### config.mk
export PLATFORM = sky130hd
export DESIGN_NAME = priority_thread_scheduler
export DESIGN_NICKNAME = d
export VERILOG_FILES = /design/src/rtl/pts_pkg.sv /design/src/rtl/priority_thread_scheduler.sv
export SDC_FILE = /design/constraint.sdc
export NUM_CORES = 2
export LEC_CHECK = 0
export BUFFER_PORTS_ARGS = -buffer_cell sky130_fd_sc_hd__buf_4
export CORE_ASPECT_RATIO = 1.25
export CORE_MARGIN = 2
export CORE_UTILIZATION = 49
export CTS_CLUSTER_DIAMETER = 100
export CTS_CLUSTER_SIZE = 12
export DETAILED_ROUTE_END_ITERATION = 8
export PLACE_DENSITY_LB_ADDON = 0.25
export RECOVER_POWER = 100
export SLEW_MARGIN = 20
export SYNTH_ARGS = -nofsm -noshare
export SYNTH_HDL_FRONTEND = slang
export SYNTH_SLANG_ARGS = --single-unit
### constraint.sdc
create_clock -name clk -period 6.4 [get_ports clk]
set_input_delay 0.32 -clock clk [delete_from_list [all_inputs] [get_ports clk]]
set_output_delay 0.32 -clock clk [all_outputs]
set_load 0.01 [all_outputs]
### src/rtl/pts_pkg.sv
// Package for the priority thread scheduler: op, kind and status codes and beat structs.
// No dependencies.
package pts_pkg;
	localparam logic [2:0] OP_TICK  = 3'd0;
	localparam logic [2:0] OP_SCHED = 3'd1;
	localparam logic [2:0] OP_ADD   = 3'd2;
	localparam logic [2:0] OP_KILL  = 3'd3;
	localparam logic [2:0] OP_SLEEP = 3'd4;
	localparam logic [2:0] OP_BLOCK = 3'd5;
	localparam logic [2:0] OP_EVENT = 3'd6;

	localparam logic [1:0] KIND_STATUS = 2'd0;
	localparam logic [1:0] KIND_EVENT  = 2'd1;
	localparam logic [1:0] KIND_CHOSEN = 2'd2;

	localparam logic [2:0] ST_OK        = 3'd0;
	localparam logic [2:0] ST_THR_LIMIT = 3'd1;
	localparam logic [2:0] ST_LAST      = 3'd2;
	localparam logic [2:0] ST_NO_THREAD = 3'd3;
	localparam logic [2:0] ST_EV_LIMIT  = 3'd4;
	localparam logic [2:0] ST_NONE_RDY  = 3'd5;

	typedef struct packed {
		logic [2:0]  op;
		logic [7:0]  prio;
		logic [31:0] target_id;
		logic [2:0]  slot_sel;
		logic        block_flag;
		logic [31:0] duration;
		logic [31:0] event_period;
	} in_beat_t;

	typedef struct packed {
		logic [1:0]  kind;
		logic [2:0]  status;
		logic [2:0]  chosen_slot;
		logic [31:0] chosen_id;
		logic [2:0]  event_index;
		logic        switch_req;
		logic        last;
	} out_beat_t;
endpackage

### src/rtl/priority_thread_scheduler.sv
// Priority thread scheduler top level: slot ring, periodic event table, scan sequencer.
// Depends on pts_pkg.
//
// One command beat is taken at a time, and in_ready stays low until its last result beat is
// loaded. A tick walks event_count entries of the event table and then every slot, one entry
// a cycle, the event walk only while the output register is free. Schedule walks the live
// ring one slot a cycle; add and kill search the whole slot table. Other commands go
// straight to execution. Each result beat waits in the single output register until taken,
// and any load of that register stalls while full.
module priority_thread_scheduler #(
	parameter int MAX_SLOTS  = 8,
	parameter int MAX_EVENTS = 8
) (
	input  logic                 clk,
	input  logic                 arst_n,
	input  logic                 in_valid,
	output logic                 in_ready,
	input  pts_pkg::in_beat_t    in_data,
	output logic                 out_valid,
	input  logic                 out_ready,
	output pts_pkg::out_beat_t   out_data
);
	import pts_pkg::*;

	localparam int SW = (MAX_SLOTS > 1) ? $clog2(MAX_SLOTS) : 1;
	localparam int EW = (MAX_EVENTS > 1) ? $clog2(MAX_EVENTS) : 1;
	localparam int SC = $clog2(MAX_SLOTS + 1);
	localparam int EC = $clog2(MAX_EVENTS + 1);

	localparam logic [2:0] S_IDLE  = 3'd0;
	localparam logic [2:0] S_EVSC  = 3'd1;
	localparam logic [2:0] S_SLSC  = 3'd2;
	localparam logic [2:0] S_RING  = 3'd3;
	localparam logic [2:0] S_FIND  = 3'd4;
	localparam logic [2:0] S_EXEC  = 3'd5;
	localparam logic [2:0] S_OUT   = 3'd6;

	logic [2:0]  state_q;
	in_beat_t    cmd_q;
	logic [31:0] now_q;
	logic [SW-1:0] run_q;
	logic [SC-1:0] live_q;
	logic [15:0] idc_q;
	logic [EC-1:0] evc_q;
	logic [MAX_SLOTS-1:0] alive_q, asleep_q, blk_q;
	logic [7:0]  prio_q [MAX_SLOTS];
	logic [31:0] wake_q [MAX_SLOTS];
	logic [SW-1:0] nxt_q [MAX_SLOTS];
	logic [SW-1:0] prv_q [MAX_SLOTS];
	logic [31:0] sid_q [MAX_SLOTS];
	logic [31:0] per_q [MAX_EVENTS];
	logic [31:0] due_q [MAX_EVENTS];

	logic [SC-1:0] cnt_q;
	logic [SW-1:0] cur_q;
	logic [EW-1:0] eidx_q;
	logic          found_q;
	logic [SW-1:0] best_q;
	logic [7:0]    bestp_q;
	out_beat_t     out_q;
	logic          ov_q;

	assign in_ready  = (state_q == S_IDLE);
	assign out_valid = ov_q;
	assign out_data  = out_q;

	wire [31:0] rsum = due_q[eidx_q] + 32'd0;
	wire        ev_hit = (rsum == now_q);
	wire        rdy_cur = alive_q[cur_q] && !asleep_q[cur_q] && !blk_q[cur_q];
	wire [SW-1:0] cur_inc = (cur_q == SW'(MAX_SLOTS - 1)) ? '0 : cur_q + 1'b1;
	wire [EW-1:0] ev_inc = eidx_q + 1'b1;
	wire        ev_end = ({{(32-EW){1'b0}}, eidx_q} + 32'd1 >= {{(32-EC){1'b0}}, evc_q})
		|| (32'(eidx_q) == MAX_EVENTS - 1);
	wire        sl_end = (cur_q == SW'(MAX_SLOTS - 1));
	wire        out_free = !ov_q || out_ready;
	wire        ov_set = out_free && ((state_q == S_EVSC && ev_hit) || state_q == S_OUT);

	function automatic out_beat_t beat(logic [1:0] kd, logic [2:0] st, logic [2:0] sl,
			logic [31:0] id, logic [2:0] ev, logic sw, logic lst);
		out_beat_t r;
		r.kind = kd;
		r.status = st;
		r.chosen_slot = sl;
		r.chosen_id = id;
		r.event_index = ev;
		r.switch_req = sw;
		r.last = lst;
		return r;
	endfunction

	function automatic out_beat_t rep(logic [2:0] st, logic sw);
		return beat(KIND_STATUS, st, 3'd0, 32'd0, 3'd0, sw, 1'b1);
	endfunction

	always_ff @(posedge clk or negedge arst_n) begin
		if (!arst_n) begin
			state_q  <= S_IDLE;
			now_q    <= '0;
			run_q    <= '0;
			live_q   <= '0;
			idc_q    <= '0;
			evc_q    <= '0;
			alive_q  <= '0;
			asleep_q <= '0;
			blk_q    <= '0;
			ov_q     <= 1'b0;
			for (int i = 0; i < MAX_SLOTS; i++) wake_q[i] <= '0;
		end else begin
			if (ov_set) ov_q <= 1'b1;
			else if (out_ready) ov_q <= 1'b0;
			case (state_q)
				S_IDLE: begin
					if (in_valid) begin
						cmd_q <= in_data;
						cur_q <= '0;
						eidx_q <= '0;
						cnt_q <= '0;
						found_q <= 1'b0;
						case (in_data.op)
							OP_TICK: begin
								now_q <= now_q + 32'd1;
								state_q <= (evc_q != '0) ? S_EVSC : S_SLSC;
							end
							OP_SCHED: begin
								cur_q <= nxt_q[run_q];
								state_q <= (live_q == '0) ? S_EXEC : S_RING;
							end
							OP_ADD, OP_KILL: state_q <= S_FIND;
							default: state_q <= S_EXEC;
						endcase
					end
				end
				S_EVSC: begin
					if (out_free) begin
						if (ev_hit) begin
							due_q[eidx_q] <= per_q[eidx_q] + now_q;
							out_q <= beat(KIND_EVENT, ST_OK, 3'd0, 32'd0, 3'(eidx_q), 1'b0, 1'b0);
						end
						eidx_q <= ev_inc;
						if (ev_end) state_q <= S_SLSC;
					end
				end
				S_SLSC: begin
					if (alive_q[cur_q] && asleep_q[cur_q] && wake_q[cur_q] == now_q) begin
						asleep_q[cur_q] <= 1'b0;
						wake_q[cur_q] <= '0;
					end
					cur_q <= cur_inc;
					if (sl_end) state_q <= S_EXEC;
				end
				S_RING: begin
					if (rdy_cur && (!found_q || prio_q[cur_q] < bestp_q)) begin
						found_q <= 1'b1;
						best_q <= cur_q;
						bestp_q <= prio_q[cur_q];
					end
					cur_q <= nxt_q[cur_q];
					cnt_q <= cnt_q + 1'b1;
					if (cnt_q + 1'b1 >= live_q) state_q <= S_EXEC;
				end
				S_FIND: begin
					if (!found_q && (cmd_q.op == OP_ADD ? !alive_q[cur_q]
						: (alive_q[cur_q] && sid_q[cur_q] == cmd_q.target_id))) begin
						found_q <= 1'b1;
						best_q <= cur_q;
					end
					cur_q <= cur_inc;
					if (sl_end) state_q <= S_EXEC;
				end
				S_EXEC: begin
					if (out_free) begin
						state_q <= S_OUT;
						case (cmd_q.op)
							OP_TICK: out_q <= rep(ST_OK, 1'b1);
							OP_SCHED: begin
								if (live_q == '0 || !found_q) out_q <= rep(ST_NONE_RDY, 1'b0);
								else begin
									run_q <= best_q;
									out_q <= beat(KIND_CHOSEN, ST_OK, 3'(best_q), sid_q[best_q],
										3'd0, best_q != run_q, 1'b1);
								end
							end
							OP_ADD: begin
								if (!found_q) out_q <= rep(ST_THR_LIMIT, 1'b0);
								else begin
									alive_q[best_q] <= 1'b1;
									prio_q[best_q] <= cmd_q.prio;
									sid_q[best_q] <= {idc_q, 16'(best_q)};
									idc_q <= idc_q + 16'd1;
									asleep_q[best_q] <= 1'b0;
									wake_q[best_q] <= '0;
									blk_q[best_q] <= 1'b0;
									if (live_q == '0) begin
										nxt_q[best_q] <= best_q;
										prv_q[best_q] <= best_q;
										run_q <= best_q;
									end else begin
										prv_q[best_q] <= run_q;
										nxt_q[best_q] <= nxt_q[run_q];
										nxt_q[run_q] <= best_q;
										prv_q[nxt_q[run_q]] <= best_q;
									end
									live_q <= live_q + 1'b1;
									out_q <= beat(KIND_STATUS, ST_OK, 3'(best_q),
										{idc_q, 16'(best_q)}, 3'd0, 1'b0, 1'b1);
								end
							end
							OP_KILL: begin
								if (live_q == SC'(1)) out_q <= rep(ST_LAST, 1'b0);
								else if (!found_q) out_q <= rep(ST_NO_THREAD, 1'b0);
								else begin
									alive_q[best_q] <= 1'b0;
									prv_q[nxt_q[best_q]] <= prv_q[best_q];
									nxt_q[prv_q[best_q]] <= nxt_q[best_q];
									live_q <= live_q - 1'b1;
									if (best_q == run_q) run_q <= prv_q[best_q];
									out_q <= rep(ST_OK, best_q == run_q);
								end
							end
							OP_SLEEP: begin
								if (live_q == '0 || !alive_q[run_q])
									out_q <= rep(ST_NO_THREAD, 1'b0);
								else begin
									wake_q[run_q] <= cmd_q.duration + now_q;
									asleep_q[run_q] <= 1'b1;
									out_q <= rep(ST_OK, 1'b1);
								end
							end
							OP_BLOCK: begin
								if (32'(cmd_q.slot_sel) >= MAX_SLOTS)
									out_q <= rep(ST_NO_THREAD, 1'b0);
								else begin
									blk_q[SW'(cmd_q.slot_sel)] <= cmd_q.block_flag;
									out_q <= rep(ST_OK, 1'b0);
								end
							end
							OP_EVENT: begin
								if (32'(evc_q) >= MAX_EVENTS) out_q <= rep(ST_EV_LIMIT, 1'b0);
								else begin
									per_q[EW'(evc_q)] <= cmd_q.event_period;
									due_q[EW'(evc_q)] <= now_q + cmd_q.event_period
										+ {{(32-EC){1'b0}}, evc_q};
									evc_q <= evc_q + 1'b1;
									out_q <= beat(KIND_STATUS, ST_OK, 3'd0, 32'd0, 3'(evc_q),
										1'b0, 1'b1);
								end
							end
							default: out_q <= rep(ST_OK, 1'b0);
						endcase
					end
				end
				S_OUT: begin
					if (out_free) state_q <= S_IDLE;
				end
				default: state_q <= S_IDLE;
			endcase
		end
	end

	a_out_hold: assert property (@(posedge clk) disable iff (!arst_n)
		out_valid && !out_ready |=> out_valid && $stable(out_data))
		else $error("result beat dropped");
	a_busy: assert property (@(posedge clk) disable iff (!arst_n)
		in_valid && in_ready |=> !in_ready)
		else $error("accepted beat while busy");
	a_live: assert property (@(posedge clk) disable iff (!arst_n)
		32'(live_q) == $countones(alive_q))
		else $error("live count mismatch");
endmodule

Yosys cells after proc, flatten, opt, wreduce, memory -nomap -nowiden --
Memory sizes are Yosys's and may differ from the RTL's. A register that Yosys moved wholly into a read port is not among the register bits. Index checks and enable logic that the tools add are counted.
Word-level totals: flip-flop bits (word level) 521, latch bits 0, bits in writable memories 776, memory bits (read-only) 0, input bits 115, output and inout port bits 47, word-level logic and storage cells 354, memories 6
Memories:
- due_q | words 8, bits a word 32, rd ports 1, clocked after memory_dff 1, wr ports 1, RTL line priority_thread_scheduler.sv:52 | logic [31:0] due_q [MAX_EVENTS];
- per_q | words 8, bits a word 32, rd ports 1, clocked after memory_dff 1, wr ports 1, RTL line priority_thread_scheduler.sv:51 | logic [31:0] per_q [MAX_EVENTS];
- sid_q | words 8, bits a word 19, rd ports 2, clocked after memory_dff 2, wr ports 1, RTL line priority_thread_scheduler.sv:50 | logic [31:0] sid_q [MAX_SLOTS];
- prio_q | words 8, bits a word 8, rd ports 1, clocked after memory_dff 1, wr ports 1, RTL line priority_thread_scheduler.sv:46 | logic [7:0] prio_q [MAX_SLOTS];
- nxt_q | words 8, bits a word 3, rd ports 3, clocked after memory_dff 2, wr ports 2, RTL line priority_thread_scheduler.sv:48 | logic [SW-1:0] nxt_q [MAX_SLOTS];
- prv_q | words 8, bits a word 3, rd ports 1, clocked after memory_dff 1, wr ports 2, RTL line priority_thread_scheduler.sv:49 | logic [SW-1:0] prv_q [MAX_SLOTS];
Operators by class: add/subtract/negate cells 13, multiply operators 0, div/mod/pow operators 0, magnitude comparators 18, equal/unequal tests 43, shifts and indexed selects 0, mux-type cells 147, bitwise gates (word level) 18, reduce and logical (&&, ||, !) cells 71
Operators by type and width (number):
- $mux 256 | 4
- $pmux 256 s2 | 2
- $and 256x256->256 | 2
- $not 256->256 | 2
- $demux 32 s3 | 3
- $pmux 45 s6 | 1
- $bwmux 256 | 1
- $mux 32 | 6
- $mux 45 | 4
- $mux 42 | 3
- $mux 3 | 36
- $add 32x32->32 | 3
- $bmux 32 s3 | 1
- $eq 32x32->1 | 3
- $pmux 45 s2 | 1
- $mux 8 | 8
- $pmux 8 s2 | 4
- $mux 1 | 48
- $mux 43 | 1
- $mux 41 | 1
- $add 32x1->32 const B | 1
- $add 32x4->32 | 1
- $and 8x8->8 | 4
- $reduce_or 32->1 | 1
- other kinds (52) | 169

Longest topological paths before layout --
depth after elaboration 11, mapped depth 18, gate-level depth less buffers 16

Worst setup path after synthesis --
No wires, ideal clock.
path kind flip-flop to flip-flop, from register (tool-made name), to memory due_q[0][16] (data pin), setup time 0.273 ns, arrival time 5.395 ns, required time 6.127 ns, setup slack 0.732 ns, cell stages (with the launch flop) 19, path buffers 4, clock period less this slack 5.668 ns, path through dfxtp_1 -> clkbuf_1 -> buf_2 -> clkbuf_1 -> buf_1 -> mux4_2 -> mux2_2 -> ha_1 -> fa_1 -> a21oi_1 -> o211ai_1 -> a21oi_1 -> o21ai_0 -> a21oi_1 -> o211ai_1 -> a2111oi_0 -> nor3_1 -> xor2_1 -> mux2_2
RTL lines (RTL line):
- end: declaration | priority_thread_scheduler.sv:52

Worst setup path in the final report --
from register best_q[0], to memory prio_q[5][6] (enable)
RTL lines:
- start: declaration | RTL line priority_thread_scheduler.sv:58 | logic [SW-1:0] best_q;
- start signal: assignment | RTL line priority_thread_scheduler.sv:154 | best_q <= cur_q;
- start signal: assignment | RTL line priority_thread_scheduler.sv:165 | best_q <= cur_q;
- end: declaration | RTL line priority_thread_scheduler.sv:46
No word-level cell before the write port.

==> results.md <==
* Count leader, synth: edfxtp_1
* Sequential share of the synthesized area at 0.6027
* Sw frac at 0.3031
* Commonest cells post-synth: edfxtp_1, dfrtp_1, mux4_2, nand2_1, nor2_1
* Final HPWL DP at 116300 microns
* FF-to-FF setup slack at 0.49 ns
* Status: finished with violations
* Clk slew on worst S/H paths at 0.07 ns
* Die Y at 399.8 microns
* Startpoint Class: flip-flop
* Vias in the first global route at a little under 40000
* Slew @ Worst Pin at 3.874 ns
* Cell Pwr Density at 307.7 mW/mm^2
* F_max at 0.1691 GHz
* Setup violations, final at 0
* Switch Pwr at 6.411 mW
* Final Hold Viols at 0
* R2R depth at 4
* Slew Viols, Final at approximately 1200
* Total length of routed met3 wires at 13980 microns
* Crit Path Class: flip-flop to flip-flop
* CP max FO at 47
* # rows at between 100 and 150
* Synthesized area at 0.06142 sq mm
* CTS Buf Count at 118
* RSZ-0062 raised after global routing: no
* Vias per inst at 6.426
* Port Buffers at 148
* Clock Latency Late Sink at 0.79 ns
* Worst hold path type: input port to asynchronous set/reset pin
* Final ANT Viol Nets at 0
* Fillers at approximately 10000
* Total of max-cap violations at 39
* Max H-tree Level at 3
* Synth async-reset ratio at 0.2653
* Crit path DAT at about 6.3 ns
* Synth Flop Type: edfxtp_1
* Syn_area_per_cell at 14.44 sq um
* Final Cycle Share at 0.9238
* Syn Inst Count at around 4300
* Io pins at 162
* DR top layer: met5
* Post-Route Skew at 0.05566 ns
* Initial antenna violation count at 3
* Int Pwr at 14.74 mW
* Placer Congestion at 0.9538
* Violated checks: capacitance limit, slew limit
* Chip width at 320.7 microns
* Worst R2R End: prio_q[5][6]$_DFFE_PP_
* Final WL at approximately 180000 microns
* DR WL met2 at 83670 microns
* Relative slew slack at -1.583
* Post-synth EDFFs at 941
* Final worst slack at just under 0.5 ns
* FF-to-FF Start: best_q[0]$_DFFE_PP_
* Avg WL per Cell at 28.21 microns
* Lkg Pwr at 25.28 nW
* Warnings, synthesis at 0
* Netlist cell types at a little over 90
* CTS Root Cell: clkbuf_16
* Worst vdd ir at 0.0002777 V
* Clk sink count at roughly 1300
* Sequential Power Share at 0.467
* Via count at ~40000
* Crit. End Element: flip-flop
* Synth Register Bits at between 1000 and 1500
* Clock power frac at 0.309
* Bufs on Longest Clock Path at 3
* Fin nets at 4796
* CP required at 6.76 ns
* TritonRoute pass-1 iters at 8
* Combinational share of power at 0.224
* GRT Total Usage at 0.2737
* Post-synth top area share at 0.4600
* Layout cell share with drive strength beyond 1 at 0.1542
* Crit path time final at between 5 and 6 ns
* First-pass GRT wire length at 259300 microns
* Largest net degree at the start of global routing at 71
* Area of the die at 0.1282 sq mm
* Initial core utilization at 0.4928
* CTS tree: built
* Area leader, netlist: edfxtp_1
* Met1 WL at 68490 microns
* Area growth from synthesis to layout at 11.92%
* Post-Route Setup TNS at 0 ns
* Post-CTS Setup Inserts at 0
* Remaining DRCs at 0
* Core area at 0.1246 sq mm
* Congestion Overflow GR at 0
* Top post-synthesis cells by area: edfxtp_1, dfrtp_1, mux4_2
* First DRT Iteration DRCs at 4499
* Setup WS pre-CTS at 1.043 ns
[kinds of logic (layout without fill, tap and decap cells)]
kind of cell / Yosys count / in the layout / synth area share
AOI/OAI and AO/OA: 966 / 966 / 0.1127
xor gates and xnor gates: 216 / 216 / 0.03080
adders and majority gates: 153 / 153 / 0.03202
buffers and inverters: 303 / 642 / 0.02171
DFF: 1293 / 1293 / 0.6027
muxes: 511 / 511 / 0.1373
other: 1 / 15 / 0.00006105
and+or+nand+nor: 811 / 811 / 0.06262
[state kept, by name, summed over array words and instances (netlist names), 4 cells and up, named ones only]
register,cells
now_q,32
asleep_q,8
bestp_q,8
due_q,256
blk_q,8
sid_q,152
prio_q,64
wake_q,256
out_data,32
cnt_q,4
cmd_q,111
per_q,256
live_q,4
evc_q,4
prv_q,24
nxt_q,24
idc_q,16
[power by group through the flow]
stage	Sequential, mW	Combinational [mW]	Clock, mW
floorplan	9.76	3.30	0
CTS	9.87	4.81	6.65
global route	9.91	5.04	6.95
finish	9.87	4.74	6.54
detailed placement	10.0	4.74	0
global placement	10.0	4.68	0
[metal layers]
layer,global-route usage,up-vias
met5,0,-
met4,0.1359,4
met3,0.04464,429
met2,0.4454,1935
met1,0.3591,20380
li1,-,17250
[final cells by class]
class                   instances  area, sq um  share of cell area
repair buffers                384         2899             0.04217
well taps                    1617         2023             0.02943
clock inverters                 8        150.1            0.002184
diodes                          2        5.005          0.00007280
multi-input cells            2670        23160              0.3369
clock buffers                 189         3241             0.04714
inverters                      61        229.0            0.003331
flip-flops and latches       1293        37040              0.5388
[placed cells by master (no fill, tap or decap), types with 119 or more instances in the layout]
master,instances
clkbuf_1,167
nor2_1,211
xnor2_1,155
o21ai_0,131
clkbuf_16,119
mux2i_1,143
dfrtp_1,343
a22o_1,182
a21oi_1,210
edfxtp_1,941
mux4_2,254
ha_1,146
nand2_1,239
[worst max path at each step]
stage	start	end	slack (ns)
after global routing	flip-flop	due_q[1][6]$_DFFE_PP_	0.39
after detailed placement	flip-flop	due_q[7][26]$_DFFE_PP_	1.04
final	best_q[0]$_DFFE_PP_	prio_q[5][6]$_DFFE_PP_	0.49
after global placement	flip-flop	due_q[5][21]$_DFFE_PP_	1.13
after floorplan	flip-flop	due_q[0][16]$_DFFE_PP_	0.73
after CTS	flip-flop	due_q[7][16]$_DFFE_PP_	1.01
[per-stage QoR]
stage / hold WS (ns) / area, sq um / std cells / util / total power, mW
CTS: 0.05097 / 69320 / 6218 / 0.5561 / 21.33
floorplan: 0.02441 / 61470 / 4266 / - / 13.06
global placement: 0.2724 / 64680 / 5905 / 0.5189 / 14.72
detailed placement: 0.2722 / 64800 / 5909 / 0.5199 / 14.78
global route: 0.1072 / 68740 / 6222 / 0.5515 / 21.91
finish: 0.07786 / 68750 / 6224 / 0.5516 / 21.15
[worst max-delay path: stages, from the launching register on]
cell      delay [ns]
edfxtp_1        0.33
clkbuf_1        1.61
nand3b_1        0.92
nor2_1          1.69
clkbuf_1        0.89
[timing repair]
action,in CTS,in global routing
hold buffers,112,0
endpoints found under the hold margin,178,0
gates resized for setup,0,0
Note: power is estimated with default switching activity, not from simulation.
